**src/hdl/scba_pkg.sv**
```systemverilog
// Package: constants, codes and helpers of the size class block allocator.
package scba_pkg;

    localparam int NumClasses  = 16;
    localparam int StackDepth  = 4096;
    localparam int ArenaBytes  = 1048576;
    localparam int NumSlots    = ArenaBytes / 16;
    localparam int ClsW        = 4;
    localparam int HtW         = 13;
    localparam int SlotW       = 16;
    localparam int OffW        = 21;
    localparam int StkAw       = ClsW + 12;
    localparam int AddrW       = 1;

    typedef enum logic [1:0] {
        CMD_ALLOC   = 2'd0,
        CMD_ADDREF  = 2'd1,
        CMD_RELEASE = 2'd2,
        CMD_NONE    = 2'd3
    } t_cmd;

    typedef enum logic [3:0] {
        ST_POOL     = 4'd0,
        ST_ARENA    = 4'd1,
        ST_EXTERNAL = 4'd2,
        ST_OVERSIZE = 4'd3,
        ST_REFADDED = 4'd4,
        ST_STILL    = 4'd5,
        ST_OWNPOOL  = 4'd6,
        ST_SMALLER  = 4'd7,
        ST_DROPPED  = 4'd8,
        ST_UNMANAGED= 4'd9,
        ST_SATURATE = 4'd10
    } t_status;

    localparam logic [AddrW-1:0] REG_BASE  = 1'b0;
    localparam logic [AddrW-1:0] REG_LIMIT = 1'b1;

endpackage

```
**src/hdl/scba_divider.sv**
```systemverilog
// Module: sequential restoring divider for class bytes over element size.
module scba_divider
    import scba_pkg::*;
(
    input  logic        i_clk,
    input  logic        i_rst_n,
    input  logic        i_start,
    input  logic [19:0] i_num,
    input  logic [15:0] i_den,
    output logic        o_done,
    output logic [15:0] o_quot
);
    logic [19:0] r_q, n_q;
    logic [16:0] r_rem, n_rem;
    logic [4:0]  r_cnt, n_cnt;
    logic        r_busy, n_busy;
    logic        r_done, n_done;
    logic [16:0] w_trial;

    // Shift one quotient bit a cycle
    always_comb begin
        n_q    = r_q;
        n_rem  = r_rem;
        n_cnt  = r_cnt;
        n_busy = r_busy;
        n_done = 1'b0;
        w_trial = 17'd0;
        if (i_start) begin
            n_q    = i_num;
            n_rem  = 17'd0;
            n_cnt  = 5'd20;
            n_busy = 1'b1;
        end else if (r_busy) begin
            w_trial = {r_rem[15:0], r_q[19]};
            n_q = {r_q[18:0], 1'b0};
            if (w_trial >= {1'b0, i_den}) begin
                n_rem  = w_trial - {1'b0, i_den};
                n_q[0] = 1'b1;
            end else begin
                n_rem = w_trial;
            end
            n_cnt = r_cnt - 5'd1;
            if (r_cnt == 5'd1) begin
                n_busy = 1'b0;
                n_done = 1'b1;
            end
        end
    end

    always_ff @(posedge i_clk) begin
        if (!i_rst_n) begin
            r_busy <= 1'b0;
            r_done <= 1'b0;
            r_cnt  <= 5'd0;
        end else begin
            r_busy <= n_busy;
            r_done <= n_done;
            r_cnt  <= n_cnt;
        end
        r_q   <= n_q;
        r_rem <= n_rem;
    end

    assign o_done = r_done;
    assign o_quot = (r_q[19:16] != 4'd0) ? 16'hFFFF : r_q[15:0];
endmodule

```
**config.mk**
```make
export PLATFORM = sky130hd
export DESIGN_NAME = scba_divider
export DESIGN_NICKNAME = d
export VERILOG_FILES = /design/src/hdl/scba_pkg.sv /design/src/hdl/scba_divider.sv
export SDC_FILE = /design/constraint.sdc
export NUM_CORES = 1
export LEC_CHECK = 0
export ABC_AREA = 1
export BUFFER_PORTS_ARGS = -buffer_cell sky130_fd_sc_hd__buf_4
export CAP_MARGIN = 5
export CELL_PAD_IN_SITES_DETAIL_PLACEMENT = 1
export CELL_PAD_IN_SITES_GLOBAL_PLACEMENT = 1
export CORE_MARGIN = 4
export CORE_UTILIZATION = 41
export CTS_BUF_LIST = sky130_fd_sc_hd__clkbuf_8
export DETAILED_ROUTE_END_ITERATION = 8
export PLACE_DENSITY = 0.88
export SYNTH_ARGS = -nofsm -noshare
export SYNTH_HDL_FRONTEND = slang
export SYNTH_SLANG_ARGS = --single-unit
```
**constraint.sdc**
```tcl
create_clock -name i_clk -period 2.45 [get_ports i_clk]
set_input_delay 0.49 -clock i_clk [delete_from_list [all_inputs] [get_ports i_clk]]
set_output_delay 0.49 -clock i_clk [all_outputs]
set_load 0.01 [all_outputs]
```
# Yosys cells after proc, flatten, opt, wreduce, memory -nomap -nowiden
# Cells that the tools add are included.
word_totals:
  inputBits: 39
  register_bits: 43
  output_inout_bits: 17
op_classes:
  n_mux: 11
  n_eq_ne: 1
  bitwise_logic: 2
  n_lt_le_gt_ge: 1
  reduce_logical: 4
  add_sub_neg: 2
ops:
  columns: ["operator", "count"]
  rows:
  - ["20-bit two-way mux", 2]
  - ["16-bit two-way mux", 2]
  - ["17-bit by 16-bit >= comparator with 1-bit output", 1]
  - ["16-bit subtractor", 1]
  - ["5-bit two-way mux", 2]
  - ["5-bit by 1-bit equality test with 1-bit output (second input constant)", 1]
  - ["1-bit two-way mux", 5]
  - ["5-bit by 1-bit subtractor with 5-bit output (second input constant)", 1]
  - ["4-bit nonzero test", 1]
  - ["3-bit OR reduction", 1]
  - ["1-bit NOT", 2]
  - ["2-bit nonzero test", 1]
  - ["2-bit OR reduction", 1]

# Longest topological paths before layout
# Gate-level depths: netlist (run 1).
depth:
  ltp_word: 4
  depth_mapped: 14

# Worst setup path after synthesis (run 1)
# Ideal clock, no wire load.
synth_path:
  kind: "input port to flip-flop"
  start: "input i_den[8]"
  end: "register r_q[0] (data pin)"
  arrival_ns: 1.639
  path_slack_ns: 0.549
  path_buffers: 1
  path_stages: 11
  cell_sequence: "inv_1 ha_1 nand2_1 inv_1 nand2_1 nand2_1 inv_1 nand3_2 nand2_4 buf_6 a31oi_1"
synth_via:
  elab_chain_len: 4
synth_rtl:
  columns: ["element", "line_no", "source"]
  rows:
  - ["start, declared", "scba_divider.sv:9", "input logic [15:0] i_den,"]
  - ["17-bit by 16-bit >= comparator with 1-bit output", "scba_divider.sv:36", "if (w_trial >= {1'b0, i_den}) begin"]
  - ["1-bit two-way mux", "scba_divider.sv:36", null]
  - ["20-bit two-way mux", "scba_divider.sv:33", "end else if (r_busy) begin"]
  - ["20-bit two-way mux", "scba_divider.sv:28", "if (i_start) begin"]
  - ["net n_q[0]", "scba_divider.sv:13", "logic [19:0] r_q, n_q;"]
  - ["end signal, assigned", "scba_divider.sv:60", "r_q <= n_q;"]
  - ["end, declared", "scba_divider.sv:13", null]
# The timed path passes the listed nets, and every way through them passes these cells. The select of a mux whose other input is x is not followed.
# A chain may end at the register's enable or synchronous reset.

# Final worst setup path (run 1)
layout_path:
  start: "register r_q[19]"
  end: "register r_rem[14]"
layout_via:
  elab_chain_len: 2
  elab_cells_between_ends: 3
  cone_classes: "1 x add/sub; 1 x order compare; 1 x mux"
layout_rtl:
  columns: ["element", "line_no", "source"]
  rows:
  - ["16-bit subtractor / 17-bit by 16-bit >= comparator with 1-bit output (equally long branches)", "scba_divider.sv:37, scba_divider.sv:36", null]
  - ["16-bit two-way mux (*)", "scba_divider.sv:36", null]
  - ["end signal, assigned", "scba_divider.sv:61", "r_rem <= n_rem;"]
  - ["end, declared", "scba_divider.sv:14", "logic [16:0] r_rem, n_rem;"]
# Every way passes the cells marked *; elsewhere a longest branch is shown, timed or not.

==> results.ini, run 1 <==
[routing]
first_pass_iters=5
wl_per_cell_um=14.5
drt.antenna.violating_nets=0
num_vias=3133
routed_via_density=5.04
drtIter0Drc=115
wl_mm=9.02
drcViolationCount=0

[sta]
fin_crit_sh_pct=88.3
finClkSkew_ps=12.0
min_period_ps=2160
tns_ps=0
grt_setup_unrepaired=false
maxSlewHeadroom_pct=51.7
setup_viol=0
worst_pin_slew_ps=722
hold_viol=0
max_freq_ghz=0.462
slew_viol_final=0

[global_routing]
gr-max-usage-layer=met2
grt_max_degree=40
grt_pass1_vias=3163
antenna_found_initial=0
overflow=0
grt_pass1_wl_mm=14.9
grtUsageMet1_pct=25.7
use_met3_pct=2.58
grt_usage_pct=20.4
gr-usage-met2_pct=36.8

[synth]
synth_cells=468
synth-seq-cells=43
synthDistinctLibCells=37
yosysSeqAreaShare_pct=33.3
synth_edf_count=20
ys_async_sr_fraction_pct=0
yosys.area.top_type_share_pct=18.8
synth_top_area_cell=edfxtp_1
syn_area_um2=3190
synthTopCellsByArea=edfxtp_1, nand2_1, dfxtp_1, inv_1, ha_1
yosysWarningCount=0
synth_most_common_cell=nand2_1
synth_nets=526
ys.flop_type=dfxtp_1
netlist_top_cells_count=nand2_1, inv_1, nand3_1, nor2_1
avgSynthCellArea_um2=6.81

[critical_path]
crit_type=flop to flop
cp-end-kind=flop
crit_required_ps=2640
critPathLaunchType=flop
worstPathMaxFanout=4
cp.arrival_ps=2350

[flow_run]
drv_cap=0

[layout]
layout.nets=580
drive_above_1_share_pct=15.7
fin_cells=622
syn_to_final_growth_pct=19.0
diodes=0

[die]
io_pins=56
initial_core_util_pct=43.0
design.core.area_um2=7410
rows=31
die-area_um2=9250
die_x_um=96.2
die_y_um=96.2

[power]
powerDensity_nw_per_um2=470
vdd.ir_drop.worst_mv=0.354
p_leak_nw=1.99

[clock_tree]
cts_root_buf=clkbuf_8
cts_tree=built
cts_setup_buffers=0
cts_max_path_buffers=2
cts-buffers-inserted=5
cts_resized=0
clkLatencyLatePin_ps=300
clkTransAtPathRegs_ps=90
cts_hold_buf=0
htreeDepth=2
clock_sinks=43

[placed_design]
placed_cells=614
gp_congestion=0.889
port_buffers=55
place_hpwl_mm=7.18

[run_status]
status=completed

[min_path]
min_path_type=primary input to flop

-- through the flow --
| step | power [W] | instance area (µm²) | setup slack [ps] | utilization [%] | hold WS (ps) |
|---|---|---|---|---|---|
| final | 0.00178 | 3790 | 287 | 51.2 | 456 |
| after global routing | 0.00187 | 3790 | 167 | 51.2 | 460 |
| after CTS | 0.00180 | 3790 | 284 | 51.2 | 446 |
| after detailed placement | 0.00115 | 3660 | 116 | 49.4 | 480 |
| after global placement | 0.00114 | 3660 | 180 | 49.4 | 466 |
| after floorplan | 0.00102 | 3190 | 549 | - | 443 |
-- routing by layer --
| metal | vias to the layer above | part of all wire (%) |
|---|---|---|
| li1 | 1577 | - |
| met1 | 1476 | 42 |
| met2 | 66 | 52 |
| met3 | 14 | 4.0 |
| met4 | 0 | 1.7 |
| met5 | - | 0 |
-- worst max-delay path, stage by stage, from the launching register on --
cell,delay (ps)
edfxtp_1,370
inv_1,70
ha_1,210
fa_1,440
nor2_1,130
nor2_1,110
o21ai_1,280
nand2_1,140
nand3_1,120
nand3_2,80
nand2_1,70
nand2_1,40
-- kinds of logic after synthesis --
family	after synthesis	share of synthesized area (%)
buf+inv	103	13.4
simple gates	251	35.6
compound gates	45	8.05
flops	43	33.3
fa+ha+maj	19	7.70
xor+xnor	7	1.92
-- state kept, by name, indices dropped and copies added, names as in the netlist --
register  count
o_done        1
r_cnt         5
r_rem        16
r_busy        1
r_q          20
-- cell type report --
type	count	area (µm²)
clock buffer	5	68.8
clock inverter	3	63.8
fill	994	3620
inverter	93	349
multi-input combinational	322	1700
sequential	43	1060
tap	99	124
timing repair buffer	57	428
-- worst paths after layout --
path | end | depth (start not counted) | from | slack [ps]
worst min-delay path | r_cnt[4] | 2 | i_rst_n | 460
worst max register to register | r_rem[14] | 11 | r_q[19] | 290
worst min register to register | r_rem[15] | 2 | r_rem[15] | 490
worst max-delay path | r_rem[14] | 11 | r_q[19] | 290
-- where the power goes --
part	leakage (nW)	switching (W)	internal (W)
Combinational	1.53	0.000187	0.000126
Clock	0.0695	0.000244	0.000404
Sequential	0.392	0.0000202	0.000803
Total	1.99	0.000452	0.00133
-- placed cells by master, fill, tap and decap left out, types with 3 or more instances in the layout --
master and instances:
buf_4 57, inv_1 92, nand2_1 157, nand4_1 5, edfxtp_1 20, nand3_2 3
clkbuf_8 5, nand3b_1 7, nor2_1 25, xor2_1 3, dfxtp_1 23, nor3_1 5
o21ai_0 23, ha_1 18, nand3_1 37, nor2_2 5, xnor2_1 4, a21oi_1 12
(Power assumes the default switching activity.)
==> run 2: changes to the inputs <==
--- a/config.mk
+++ b/config.mk
@@ -12,3 +12,3 @@
 export CELL_PAD_IN_SITES_GLOBAL_PLACEMENT = 1
-export CORE_MARGIN = 4
+export CORE_MARGIN = 2
 export CORE_UTILIZATION = 41
@@ -16,2 +16,3 @@
 export DETAILED_ROUTE_END_ITERATION = 8
+export GPL_TIMING_DRIVEN = 1
 export PLACE_DENSITY = 0.88
==> constraint.sdc (replaced) <==
create_clock -name i_clk -period 2.45 [get_ports i_clk]
set_input_delay 0.3675 -clock i_clk [delete_from_list [all_inputs] [get_ports i_clk]]
set_output_delay 0.3675 -clock i_clk [all_outputs]
set_load 0.01 [all_outputs]
==> run 2 against run 1 <==
Combinational power about the same. Design area fell by 1.1%. Critical endpoint unchanged. Worst setup slack worse by 44 ps. Die area shrank 8.1%. Maximum frequency down 2.0%. Power decreased by 10%. Utilization decreased by 2.1 points. Clock power shrank 29%. Count of clock-buffer cells in the layout stayed put. Non-clock buffer count unchanged. Global-route usage increased by 0.80 points. Sequential power hardly changed.
==> results.ini, run 2 (same netlist as run 1, synthesis figures left out) <==
[sta]
maxSlewHeadroom_pct=53.6  ; was 51.7%
max_freq_ghz=0.453  ; was 0.462 GHz
worst_pin_slew_ps=694  ; was 722 ps
tns_ps=0  ; unchanged
holdWs_ps=317  ; was 456 ps
slew_viol_final=0  ; unchanged
fin_crit_sh_pct=90.1  ; was 88.3%
setup_viol=0  ; unchanged
min_period_ps=2210  ; was 2160 ps
grt_setup_unrepaired=false  ; unchanged
hold_viol=0  ; unchanged
finClkSkew_ps=9.79  ; was 12.0 ps

[global_routing]
grt_max_degree=40  ; unchanged
antenna_found_initial=0  ; unchanged
overflow=0  ; unchanged
grt_pass1_vias=3083  ; was 3163
grt_usage_pct=21.2  ; was 20.4%
grt_pass1_wl_mm=14.5  ; was 14.9 mm

[power]
switchingPower_w=0.000472  ; was 0.000452 W
switching_share_pct=29.5  ; was 25.3%
internal_power_w=0.00113  ; was 0.00133 W
vdd.ir_drop.worst_mv=0.217  ; was 0.354 mV
p_comb_share_pct=19.7  ; was 17.5%
power_frac_seq_pct=51.4  ; was 46.1%
powerDensity_nw_per_um2=426  ; was 470 nW/µm²
p_leak_nw=1.96  ; was 1.99 nW
power_frac_clock_pct=28.9  ; was 36.3%

[routing]
drt.antenna.violating_nets=0  ; unchanged
num_vias=3067  ; was 3133
wl_mm=8.82  ; was 9.02 mm
wl_per_cell_um=14.1  ; was 14.5 µm
first_pass_iters=4  ; was 5
drcViolationCount=0  ; unchanged
routed_via_density=4.91  ; was 5.04
drtIter0Drc=162  ; was 115

[clock_tree]
cts_tree=built  ; unchanged
cts_root_buf=clkbuf_8  ; unchanged
cts-buffers-inserted=5  ; unchanged
cts_setup_buffers=0  ; unchanged
clkLatencyLatePin_ps=300  ; about the same
clock_sinks=43  ; unchanged
cts_max_path_buffers=2  ; unchanged
cts_hold_buf=0  ; unchanged
cts_resized=0  ; unchanged
clkTransAtPathRegs_ps=90  ; about the same
htreeDepth=2  ; unchanged

[die]
rows=32  ; was 31
io_pins=56  ; unchanged
initial_core_util_pct=41.7  ; was 43.0%
die_x_um=92.2  ; was 96.2 µm
die-area_um2=8490  ; was 9250 µm²
die_y_um=92.2  ; was 96.2 µm
design.core.area_um2=7650  ; was 7410 µm²

[critical_path]
reg2reg_depth=11  ; unchanged
worst-r2r-setup-slack_ps=240  ; was 290 ps
crit_start=r_q[19]  ; unchanged
reg2reg_from=r_q[19]  ; unchanged
worstReg2RegEnd=r_rem[14]  ; unchanged
crit_type=flop to flop  ; unchanged
cp-end-kind=flop  ; unchanged
crit_required_ps=2660  ; was 2640 ps
critPathLaunchType=flop  ; unchanged
worstPathMaxFanout=4  ; unchanged
crit_end=r_rem[14]  ; unchanged
cp.arrival_ps=2420  ; was 2350 ps

[layout]
drive_above_1_share_pct=15.9  ; was 15.7%
layout_commonest_cell=nand2_1  ; unchanged
layout.nets=580  ; unchanged
diodes=0  ; unchanged
largestRegisters=r_q (20), r_rem (16), r_cnt (5)  ; unchanged
top_register=r_q  ; unchanged
final_cell_mix=nand2_1, inv_1, buf_4, nand3_1, nor2_1  ; unchanged
largest_register_ffs=20  ; unchanged
syn_to_final_growth_pct=17.7  ; was 19.0%

[placed_design]
port_buffers=55  ; unchanged
place_hpwl_mm=7.03  ; was 7.18 mm
gp_congestion=0.905  ; was 0.889

[run_status]
status=completed  ; unchanged

[flow_run]
drv_cap=0  ; unchanged

[min_path]
min_path_type=primary input to flop  ; unchanged

-- run 2: how the worst min path moves through the flow --
stage | from | end | slack (ps) | cells after the start
5_1_grt | i_rst_n | r_cnt[4] | 320 | 2
2_1_floorplan | r_rem[14] | r_rem[14] | 440 | 2
4_1_cts | i_rst_n | r_cnt[2] | 310 | 3
3_5_place_dp | r_rem[15] | r_rem[15] | 480 | 2
3_3_place_gp | r_rem[15] | r_rem[15] | 470 | 2
6_report | i_rst_n | r_cnt[2] | 320 | 3
-- run 2: worst max-delay path, stage by stage, from the launching register on --
cell      delay (ps)
edfxtp_1         400
inv_1             90
ha_1             220
fa_1             430
nor2_1           130
nor2_1           110
o21ai_1          260
nand2_1          170
nand3_1          130
nand3_2           80
nand2_1           70
nand2_1           40
-- run 2: per-layer routing --
layer  part of all wire, %  vias to the layer above  track usage, %
met5                     0                        -               0
met4                   1.3                        0            4.23
met3                   3.0                       11            2.88
met2                    51                       48            38.3
met1                    45                     1439            27.0
li1                      -                     1569               -
-- run 2: through the flow --
| stage | power [W] | cells | worst slack (ps) | utilization [%] | cell area, µm² |
|---|---|---|---|---|---|
| after floorplan | 0.00102 | 468 | 662 | - | 3190 |
| after global placement | 0.00114 | 617 | 279 | 47.9 | 3660 |
| after detailed placement | 0.00115 | 617 | 237 | 47.9 | 3660 |
| after CTS | 0.00161 | 625 | 267 | 49.1 | 3750 |
| after global routing | 0.00168 | 625 | 107 | 49.1 | 3750 |
| final | 0.00160 | 625 | 243 | 49.1 | 3750 |
-- run 2: power by group through the flow --
stage | clock network (W) | registers (W) | logic [W]
after detailed placement | 0 | 0.000838 | 0.000314
after global routing | 0.000495 | 0.000828 | 0.000354
final | 0.000461 | 0.000822 | 0.000316
after floorplan | 0 | 0.000830 | 0.000188
after CTS | 0.000470 | 0.000823 | 0.000318
after global placement | 0 | 0.000836 | 0.000302
-- run 2: area by class of cell --
cell class | count | area [µm²]
timing repair buffer | 57 | 428
tap | 102 | 128
fill | 1044 | 3890
sequential | 43 | 1060
clock inverter | 3 | 20.0
multi-input combinational | 322 | 1700
inverter | 93 | 349
clock buffer | 5 | 68.8
==> run 3: changes to the inputs <==
Settings changed: CORE_UTILIZATION 41 to 37, CTS_CLUSTER_SIZE set to 14, PLACE_DENSITY 0.88 to 0.84, REMOVE_ABC_BUFFERS set to 1.
Clock period 2.45 ns to 1.9 ns, I/O delays scaled along.
==> run 3 against run 2 <==
The run now ends with setup timing left. Via count grew 9.2%. Count of clock-buffer cells in the layout is the same. Worst hold slack lost 82 ps. First-iteration DRC count shrank 36%. Critical path depth grew 1. Maximum frequency grew 15%.
==> results.ini, run 3 (same netlist as run 1, synthesis figures left out) <==
[routing]
first_pass_iters=4  ; unchanged
drt.antenna.violating_nets=0  ; unchanged
wl_mm=10.8  ; was 8.82 mm
wl_per_cell_um=16.1  ; was 14.1 µm
routed_via_density=5.00  ; was 4.91
drcViolationCount=0  ; unchanged
drtIter0Drc=103  ; was 162
num_vias=3348  ; was 3067

[sta]
worst_pin_slew_ps=578  ; was 694 ps
layout_setup_ws_ps=-24.7  ; was 243 ps
setup_viol=2  ; was 0
fin_crit_sh_pct=101  ; was 90.1%
max_freq_ghz=0.520  ; was 0.453 GHz
grt_setup_unrepaired=true  ; was false
maxSlewHeadroom_pct=61.4  ; was 53.6%
slew_viol_final=0  ; unchanged
min_period_ps=1920  ; was 2210 ps
hold_viol=0  ; unchanged
finClkSkew_ps=10.0  ; was 9.79 ps

[layout]
syn_to_final_growth_pct=40.9  ; was 17.7%
final_cell_mix=nand2_1, inv_1, buf_4, nand3_1  ; was nand2_1, inv_1, buf_4, nand3_1, nor2_1
fin_util_pct=54.1  ; was 49.1%
largestRegisters=r_q (20), r_rem (16), r_cnt (5)  ; unchanged
top_register=r_q  ; unchanged
layout_commonest_cell=nand2_1  ; unchanged
fin_cells=669  ; was 625
largest_register_ffs=20  ; unchanged
diodes=0  ; unchanged
layout.nets=621  ; was 580
drive_above_1_share_pct=31.4  ; was 15.9%

[clock_tree]
cts_tree=built  ; unchanged
cts-buffers-inserted=5  ; unchanged
clock_sinks=43  ; unchanged
cts_max_path_buffers=2  ; unchanged
clkLatencyLatePin_ps=300  ; about the same
clkTransAtPathRegs_ps=90  ; about the same
cts_root_buf=clkbuf_8  ; unchanged
htreeDepth=2  ; unchanged
cts_hold_buf=0  ; unchanged

[critical_path]
cp.arrival_ps=2080  ; was 2420 ps
max_stage_delay_ps=370  ; was 430 ps
cp_cell_sequence=inv_2 > ha_4 > nand3_1 > nor2_1 > nand4_1 > nand2_2 > nor2_8 > buf_12 > nand2_8 > nand2_1 > nand3_1 > o21ai_0  ; was inv_1 > ha_1 > fa_1 > nor2_1 > nor2_1 > o21ai_1 > nand2_1 > nand3_1 > nand3_2 > nand2_1 > nand2_1
reg2reg_depth=12  ; was 11
reg2reg_from=r_q[19]  ; unchanged
worstPathMaxFanout=8  ; was 4
crit_start=r_q[19]  ; unchanged
critPathLaunchType=flop  ; unchanged
worst-r2r-setup-slack_ps=-20  ; was 240 ps
cp-end-kind=flop  ; unchanged
crit_type=flop to flop  ; unchanged
crit_required_ps=2060  ; was 2660 ps
crit_top_cell=nand3_1  ; was nand2_1
crit_slowest_cell=edfxtp_1  ; was fa_1

[run_status]
status=finished, violations left  ; was completed
violations=setup timing

[global_routing]
overflow=0  ; unchanged
antenna_found_initial=0  ; unchanged
grt_max_degree=35  ; was 40
grt_pass1_vias=3447  ; was 3083
grt_usage_pct=21.5  ; was 21.2%
grt_pass1_wl_mm=16.6  ; was 14.5 mm

[placed_design]
gp_congestion=0.820  ; was 0.905
port_buffers=55  ; unchanged
placed_cells=652  ; was 617
place_hpwl_mm=7.61  ; was 7.03 mm

[power]
p_leak_nw=2.21  ; was 1.96 nW
powerDensity_nw_per_um2=514  ; was 426 nW/µm²
vdd.ir_drop.worst_mv=0.352  ; was 0.217 mV

[die]
initial_core_util_pct=38.4  ; was 41.7%
die_y_um=96.8  ; was 92.2 µm
rows=33  ; was 32
io_pins=56  ; unchanged
die_x_um=96.8  ; was 92.2 µm
die-area_um2=9370  ; was 8490 µm²
design.core.area_um2=8300  ; was 7650 µm²

[min_path]
hold_depth=2  ; was 3
hp-start=i_rst_n  ; unchanged
min_path_type=primary input to flop  ; unchanged

[flow_run]
drv_cap=0  ; unchanged

==> run 3: what timing repair did <==
item | in CTS | in global routing
pin swaps | 5 | 14
endpoints found under the setup margin | 19 | 33
gates cloned | 1 | 2
gates resized for setup | 15 | 61
buffers inserted | 2 | 4
==> run 3: per-layer routing <==
metal | vias up | GRT usage (%) | part of all wire [%] | routed length, µm
met1 | 1621 | 26.5 | 43 | 4610
met5 | - | 0 | 0 | 0
met2 | 58 | 40.0 | 53 | 5680
met3 | 17 | 3.03 | 2.6 | 275
li1 | 1652 | - | - | -
met4 | 0 | 4.23 | 2.0 | 212
==> run 3: report_power, final <==
part / internal (W) / leakage [nW] / switching, W
sequential: 0.00103 / 0.396 / 0.0000301
combinational: 0.000247 / 1.76 / 0.000296
clock: 0.000385 / 0.0556 / 0.000316
total: 0.00167 / 2.21 / 0.000642
==> run 3: area by class of cell <==
| cell class | count | area, µm² |
|---|---|---|
| fill | 1067 | 3810 |
| timing repair buffer | 96 | 776 |
| tap | 105 | 131 |
| clock buffer | 5 | 68.8 |
| multi-input combinational | 324 | 2060 |
| sequential | 43 | 1070 |
| inverter | 93 | 349 |
| clock inverter | 3 | 38.8 |
==> run 3: stage by stage <==
| stage | instance area (µm²) | power, W | TNS [ps] | worst slack, ps | hold slack [ps] |
|---|---|---|---|---|---|
| floorplan | 3110 | 0.00130 | 0 | 111 | 396 |
| CTS | 4140 | 0.00224 | -16.5 | -9.46 | 225 |
| detailed placement | 3920 | 0.00154 | -2180 | -185 | 474 |
| finish | 4490 | 0.00231 | -45.0 | -24.7 | 235 |
| global placement | 3920 | 0.00152 | -896 | -66.7 | 460 |
| global route | 4490 | 0.00242 | -1800 | -133 | 240 |
==> run 3: critical path: cells and delay by family (launching register included) <==
family                     cells  cell delay (ps)
and+or+nand+nor                8              860
DFF                            1              370
adders and majority gates      1              270
buffers and inverters          2              190
AOI/OAI and AO/OA              1               90
==> run 3: worst paths after layout <==
path / end
worst max-delay path: r_rem[1]
worst min-delay path: r_cnt[4]
worst max register to register: r_rem[1]
worst min register to register: r_rem[6]
